===== config.mk =====
export PLATFORM = sky130hd
export DESIGN_NAME = supply_startup_fault_supervisor_top
export DESIGN_NICKNAME = d
export VERILOG_FILES = /design/src/hdl/ssfs_pkg.sv /design/src/hdl/ssfs_step.sv /design/src/hdl/supply_startup_fault_supervisor_top.sv
export SDC_FILE = /design/constraint.sdc
export NUM_CORES = 1
export LEC_CHECK = 0
export ABC_AREA = 0
export ABC_CLOCK_PERIOD_IN_PS = 8400
export BUFFER_PORTS_ARGS = -buffer_cell sky130_fd_sc_hd__buf_2
export CAP_MARGIN = 30
export CORE_MARGIN = 3
export CORE_UTILIZATION = 53
export CTS_BUF_LIST = sky130_fd_sc_hd__clkbuf_8
export DETAILED_ROUTE_END_ITERATION = 10
export PLACE_DENSITY = 0.79
export SKIP_CTS_REPAIR_TIMING = 1
export SYNTH_ARGS = -nofsm -noshare
export SYNTH_HDL_FRONTEND = slang
export SYNTH_SLANG_ARGS = --single-unit

===== constraint.sdc =====
create_clock -name clk -period 8.4 [get_ports clk]
set_input_delay 1.68 -clock clk [delete_from_list [all_inputs] [get_ports clk]]
set_output_delay 1.68 -clock clk [all_outputs]
set_load 0.1 [all_outputs]

===== src/hdl/ssfs_pkg.sv =====
// ----------------------------------------------------------------------------
// ssfs_pkg
// Types and constants shared by the supply start-up and fault supervisor.
// ----------------------------------------------------------------------------
`default_nettype none

package ssfs_pkg;

	localparam int MODE_W = 3;

	localparam logic [MODE_W-1:0] MODE_WAIT        = 3'd0;
	localparam logic [MODE_W-1:0] MODE_TEST        = 3'd1;
	localparam logic [MODE_W-1:0] MODE_OPERATE     = 3'd2;
	localparam logic [MODE_W-1:0] MODE_FAULT       = 3'd3;
	localparam logic [MODE_W-1:0] MODE_NO_RECOVERY = 3'd4;

	localparam int CFG_IDX_W = 2;
	localparam int CFG_DATA_W = 16;

	localparam logic [CFG_IDX_W-1:0] REG_TEST_TICKS   = 2'd0;
	localparam logic [CFG_IDX_W-1:0] REG_MAX_ATTEMPTS = 2'd1;
	localparam logic [CFG_IDX_W-1:0] REG_LED_HALF     = 2'd2;

	localparam logic [15:0] TEST_TICKS_RST   = 16'd1000;
	localparam logic [7:0]  MAX_ATTEMPTS_RST = 8'd5;
	localparam logic [7:0]  LED_HALF_RST     = 8'd50;

	typedef struct packed {
		logic tick;
		logic configured;
		logic heater_over_voltage;
		logic temperature_trip;
		logic link_fault;
		logic analog_limit_trip;
	} ssfs_in_t;

	typedef struct packed {
		logic [MODE_W-1:0] mode;
		logic              supply_enable;
		logic              not_operating;
		logic              limits_armed;
		logic              power_led;
		logic              refresh_pin;
		logic [7:0]        attempt_count;
		logic              fault_now;
		logic              heater_ov_latched;
		logic              temperature_latched;
	} ssfs_out_t;

	typedef struct packed {
		logic [15:0] power_up_test_ticks;
		logic [7:0]  max_restart_attempts;
		logic [7:0]  led_half_period;
	} ssfs_cfg_t;

	typedef struct packed {
		logic [MODE_W-1:0] mode;
		logic [7:0]        attempts;
		logic [15:0]       test_timer;
		logic [7:0]        led_count;
		logic              led_level;
		logic              refresh_level;
		logic              fault_flag;
		logic [1:0]        latched_trips;
	} ssfs_state_t;

endpackage

`default_nettype wire


===== src/hdl/ssfs_step.sv =====
// ----------------------------------------------------------------------------
// ssfs_step
// Next-state and result logic for one main-loop pass.
// ----------------------------------------------------------------------------
`default_nettype none

module ssfs_step (
	input  ssfs_pkg::ssfs_state_t cur,
	input  ssfs_pkg::ssfs_in_t    item,
	input  ssfs_pkg::ssfs_cfg_t   cfg,
	output ssfs_pkg::ssfs_state_t nxt,
	output ssfs_pkg::ssfs_out_t   res
);
	import ssfs_pkg::*;

	logic armed_start;
	logic armed_end;

	always_comb begin
		nxt = cur;
		armed_start = (cur.mode == MODE_TEST) || (cur.mode == MODE_OPERATE);

		if (item.heater_over_voltage) begin
			nxt.latched_trips[0] = 1'b1;
			nxt.fault_flag = 1'b1;
		end
		if (item.temperature_trip) begin
			nxt.latched_trips[1] = 1'b1;
			nxt.fault_flag = 1'b1;
		end

		if (item.tick) begin
			if (cur.test_timer != 16'hFFFF) begin
				nxt.test_timer = cur.test_timer + 16'd1;
			end
			if (cur.led_count != 8'hFF) begin
				nxt.led_count = cur.led_count + 8'd1;
			end
			if (nxt.led_count >= cfg.led_half_period) begin
				nxt.led_count = 8'd0;
				nxt.led_level = ~cur.led_level;
			end
			nxt.refresh_level = ~cur.refresh_level;
			nxt.fault_flag = item.heater_over_voltage | item.temperature_trip |
				item.link_fault | (armed_start & item.analog_limit_trip);
		end

		case (cur.mode)
			MODE_WAIT: begin
				if (item.configured) begin
					if (cur.attempts != 8'hFF) begin
						nxt.attempts = cur.attempts + 8'd1;
					end
					nxt.test_timer = 16'd0;
					nxt.mode = MODE_TEST;
				end
			end
			MODE_TEST: begin
				if (nxt.fault_flag) begin
					nxt.mode = (cur.attempts <= cfg.max_restart_attempts) ?
						MODE_FAULT : MODE_NO_RECOVERY;
				end else if (nxt.test_timer >= cfg.power_up_test_ticks) begin
					nxt.mode = MODE_OPERATE;
					nxt.attempts = 8'd0;
					nxt.latched_trips = 2'b00;
				end
			end
			MODE_OPERATE: begin
				if (nxt.fault_flag) begin
					nxt.mode = MODE_FAULT;
				end
			end
			MODE_FAULT: begin
				if (!nxt.fault_flag) begin
					nxt.mode = MODE_WAIT;
				end
			end
			default: begin
				nxt.mode = MODE_NO_RECOVERY;
			end
		endcase

		armed_end = (nxt.mode == MODE_TEST) || (nxt.mode == MODE_OPERATE);
		res.mode = nxt.mode;
		res.supply_enable = armed_end;
		res.not_operating = (nxt.mode != MODE_OPERATE);
		res.limits_armed = armed_end;
		res.power_led = nxt.led_level;
		res.refresh_pin = nxt.refresh_level;
		res.attempt_count = nxt.attempts;
		res.fault_now = nxt.fault_flag;
		res.heater_ov_latched = nxt.latched_trips[0];
		res.temperature_latched = nxt.latched_trips[1];
	end

endmodule

`default_nettype wire


===== src/hdl/supply_startup_fault_supervisor_top.sv =====
// ----------------------------------------------------------------------------
// supply_startup_fault_supervisor_top
// Start-up sequencing and fault supervision for a heater and magnet supply.
// ----------------------------------------------------------------------------
// an accepted pass is registered; its result beat shows on the output in the next cycle
// throughput: one pass per cycle while not stalled, set by the single state update per beat
// in_stall rises only while a held result beat is stalled on the output
// reset clears mode to waiting, all counters and flags, and loads the
// register defaults (1000 test ticks, 5 attempts, 50 tick led half period)
`default_nettype none

module supply_startup_fault_supervisor_top (
	input  wire                                  clk,
	input  wire                                  arst_n,
	input  wire                                  in_valid,
	output logic                                 in_stall,
	input  ssfs_pkg::ssfs_in_t                   in_data,
	output logic                                 out_valid,
	input  wire                                  out_stall,
	output ssfs_pkg::ssfs_out_t                  out_data,
	input  wire                                  cfg_valid,
	output logic                                 cfg_ready,
	input  wire  [ssfs_pkg::CFG_IDX_W-1:0]       cfg_index,
	input  wire  [ssfs_pkg::CFG_DATA_W-1:0]      cfg_data
);
	import ssfs_pkg::*;

	ssfs_cfg_t   cfg_q;
	ssfs_state_t state_q;
	ssfs_state_t state_nxt;
	ssfs_out_t   res;
	ssfs_out_t   out_data_q;
	logic        out_valid_q;
	logic        accept;

	assign cfg_ready = 1'b1;
	assign in_stall = out_valid_q & out_stall;
	assign accept = in_valid & ~in_stall;
	assign out_valid = out_valid_q;
	assign out_data = out_data_q;

	ssfs_step u_step (
		.cur  (state_q),
		.item (in_data),
		.cfg  (cfg_q),
		.nxt  (state_nxt),
		.res  (res)
	);

	always_ff @(posedge clk or negedge arst_n) begin
		if (!arst_n) begin
			cfg_q.power_up_test_ticks <= TEST_TICKS_RST;
			cfg_q.max_restart_attempts <= MAX_ATTEMPTS_RST;
			cfg_q.led_half_period <= LED_HALF_RST;
		end else if (cfg_valid && cfg_ready) begin
			case (cfg_index)
				REG_TEST_TICKS:   cfg_q.power_up_test_ticks <= cfg_data;
				REG_MAX_ATTEMPTS: cfg_q.max_restart_attempts <= cfg_data[7:0];
				REG_LED_HALF:     cfg_q.led_half_period <= cfg_data[7:0];
				default: begin
				end
			endcase
		end
	end

	always_ff @(posedge clk or negedge arst_n) begin
		if (!arst_n) begin
			state_q <= '0;
			out_valid_q <= 1'b0;
		end else begin
			if (accept) begin
				state_q <= state_nxt;
				out_valid_q <= 1'b1;
			end else if (!out_stall) begin
				out_valid_q <= 1'b0;
			end
		end
	end

	// result payload, held while the beat is stalled
	always_ff @(posedge clk) begin
		if (accept) begin
			out_data_q <= res;
		end
	end

	a_no_recovery_sticks: assert property (@(posedge clk) disable iff (!arst_n)
		state_q.mode == MODE_NO_RECOVERY |=> state_q.mode == MODE_NO_RECOVERY)
		else $error("left no recovery mode");

	a_stall_only_when_full: assert property (@(posedge clk) disable iff (!arst_n)
		in_stall |-> out_valid_q)
		else $error("input stalled with empty result register");

	a_enable_tracks_mode: assert property (@(posedge clk) disable iff (!arst_n)
		out_valid_q |-> (out_data_q.supply_enable ==
			(out_data_q.mode == MODE_TEST || out_data_q.mode == MODE_OPERATE)))
		else $error("supply enable disagrees with mode");

	a_result_matches_state: assert property (@(posedge clk) disable iff (!arst_n)
		accept |=> (out_data_q.mode == state_q.mode &&
			out_data_q.attempt_count == state_q.attempts))
		else $error("result beat out of step with state");

endmodule

`default_nettype wire

==> results.toml <==
[worst_setup_path]
cp-end-kind = "register"
cp_data_arrival_time_ns = 4.59
required_ns = 8.52
path_max_fanout = 10
setup.worst_path.start_class = "input port"
worstSetupPathType = "input port to register"

[sta]
grt_setup_unrepaired = "false"
relSlewSlack_pct = 43.2
fin_crit_ns = 4.47
slew_viol_final = 0
setup_viol = 0
hold_viol_final = 0
fin_skew_ns = 0.00727
worstMarginPinSlew_ns = 0.852
hold_ws_ns = 0.506
clock.fmax_ghz = 0.224
setup_tns_ns = 0
period_share_pct = 53.2

[placement]
gp_congestion = 0.887
io_buffers = 49
hpwlAfterDp_mm = 8.58
dpl_cell_area_mm2 = 0.00572

[pwr]
seqPwrFrac_pct = 47.2
swShare_pct = 35.3
power.leakage_nw = 2.60
power_density_mw_per_mm2 = 207
vdd.ir_drop.worst_mv = 0.126
intPower_w = 0.000797
pwr-share-comb_pct = 28.1
p_clk_share_pct = 24.7
switchingPower_w = 0.000435

[logic_synthesis]
synth_area_leaders = "dfrtp_1, edfxtp_1, ha_1"
syn_inst = 568
synthTopCellsByCount = "nand2_1, dfrtp_1, o21ai_0, inv_1, nor2_1"
synth_top_area_share_pct = 28.7
syn_area_per_cell_um2 = 9.53
ys_warn_count = 0
synth_seq_cells = 91
yosysSeqAreaShare_pct = 44.0
yosys_most_used_dff = "dfrtp_1"
ys_types = 68
yosysTopAreaCell = "dfrtp_1"
synth-edff-count = 18
syn-num-nets = 632
ys_async_sr_fraction_pct = 80.2
synth.most_common_cell = "nand2_1"
synth_area_mm2 = 0.00541

[routing]
drt_iter0_drc = 271
ant_nets = 0
firstDrtPassIters = 6
num_vias = 4343
route.detailed.vias_per_inst = 5.83
drt-wirelength-per-cell_um = 15.8
route.detailed.drc = 0
wirelength_mm = 11.7

[job]
maxCapViolations = 0

[finish]
drive_gt1_share_pct = 19.0
nNetsFinal = 671
final_area_mm2 = 0.00595
area_growth_pct = 9.94
antenna_cells = 0

[floorplan]
ioPinCount = 51
die-area_mm2 = 0.0115
rows = 36
coreArea_mm2 = 0.00986
fp.dieH_um = 107
start_util_pct = 54.9
die_w_um = 107

[min_path]
min_path_type = "register to register"

[clock_tree]
cts_tree = "yes"
clock-sinks = 91
clk_pin_slew_ns = 0.09
htreeDepth = 3
clk-insertion-delay-late_ns = 0.37
numCtsBuffers = 9
clk_path_buf_depth = 2
clockRootBuffer = "clkbuf_8"

[global_route]
antenna_found_initial = 0
first_global_vias = 4397
grt_max_degree = 74
grt-ovfl-total = 0
grt_usage_pct = 22.0
grt_first_pass_wirelength_mm = 20.3

[status]
status = "finished clean"
## sequential cells by signal, summed over array words and instances, names as in the netlist
name,count
out_data,18
state_q,40
out_valid,1
cfg_q,32
## placed cells by master, fill, tap and decap left out, drive strengths merged, types with 2 or more instances in the layout
| cell type | synthesis | layout |
|---|---|---|
| a211o | 2 | 2 |
| o211ai | 2 | 2 |
| a2111oi | 2 | 2 |
| inv | 43 | 45 |
| or3 | 5 | 5 |
| nand3b | 3 | 3 |
| mux2 | 17 | 17 |
| a41oi | 4 | 4 |
| edfxtp | 18 | 18 |
| nand2 | 66 | 66 |
| nand3 | 30 | 30 |
| o21ai | 45 | 45 |
| buf | 14 | 55 |
| dfstp | 11 | 11 |
| o21a | 5 | 5 |
| clkbuf | 13 | 9 |
| dfrtp | 62 | 62 |
| clkinv | 0 | 3 |
| a21o | 4 | 4 |
| nor2b | 4 | 4 |
| ha | 35 | 35 |
| nand2b | 4 | 4 |
| and2 | 4 | 4 |
| nand4 | 10 | 10 |
| a22o | 2 | 2 |
| nor2 | 37 | 37 |
| xnor2 | 16 | 16 |
| o31ai | 12 | 12 |
| or2 | 3 | 3 |
| a211oi | 2 | 2 |
| mux2i | 6 | 6 |
| o32ai | 2 | 2 |
| and4 | 8 | 8 |
| a31oi | 8 | 8 |
| xor2 | 4 | 4 |
| a21oi | 31 | 31 |
| nor3 | 9 | 9 |
| and3 | 8 | 8 |
## critical path: stages
cell and delay (ns):
buf_2 0.26, nand3_1 0.16, nor2_1 0.30, nand2_1 0.09
a31oi_1 0.21, nor2_1 0.09, ha_1 0.28, and4_1 0.26
nand4_1 0.12, o32ai_2 0.47, o2111ai_2 0.35, nand3_1 0.21
o21ai_0 0.10
## worst paths after layout
path,startpoint,end,slack (ns),cells after the start
worst min-delay path,state_q[2],state_q[2],0.51,2
worst min register to register,state_q[2],state_q[2],0.51,2
min in group asynchronous,arst_n,state_q[8],1.38,3
worst max register to register,state_q[20],out_data[3],4.54,13
max in group asynchronous,arst_n,cfg_q[23],6.67,3
worst max-delay path,in_data[5],out_data[3],3.93,13
## area by class of cell
type	count	area, um^2
fill	822	3920
clock buffer	9	124
sequential	91	2380
multi-input combinational	407	2730
tap	133	166
clock inverter	7	76.3
timing repair buffer	55	310
inverter	43	161
## metrics by stage
step	std cells	worst slack [ns]	power (W)	util, %
floorplan	568	4.25	0.000845	-
global placement	728	3.76	0.000911	58.0
detailed placement	728	3.63	0.000936	58.0
CTS	744	4.01	0.00124	60.0
global route	745	3.71	0.00132	60.3
finish	745	3.93	0.00123	60.3
## per-layer routing
metal	wire length [um]	vias up	track usage, %
met5	0	-	0
met4	334	0	9.41
met3	562	29	4.46
met2	5820	119	37.4
met1	5030	2097	27.1
li1	-	2098	-
## power by group through the flow
stage	combinational [W]	clock, W	sequential, W
floorplan	0.000240	0	0.000605
global placement	0.000327	0	0.000584
detailed placement	0.000345	0	0.000590
CTS	0.000349	0.000310	0.000581
global route	0.000400	0.000328	0.000592
finish	0.000346	0.000304	0.000582
## logic make-up (layout without fill, tap and decap cells)
family | count (synthesis) | after routing | share of synthesized area (%)
adder cells (fa/ha/maj) | 35 | 35 | 8.09
AND/OR/NAND/NOR | 197 | 197 | 18.5
buffers and inverters | 70 | 114 | 5.64
flip-flops | 91 | 91 | 44.0
XOR/XNOR | 20 | 20 | 3.24
other | 1 | 1 | 0.0693
multiplexers | 23 | 23 | 4.65
AO/OA/AOI/OAI | 131 | 131 | 15.8
Power figures use the tool's default switching activity.
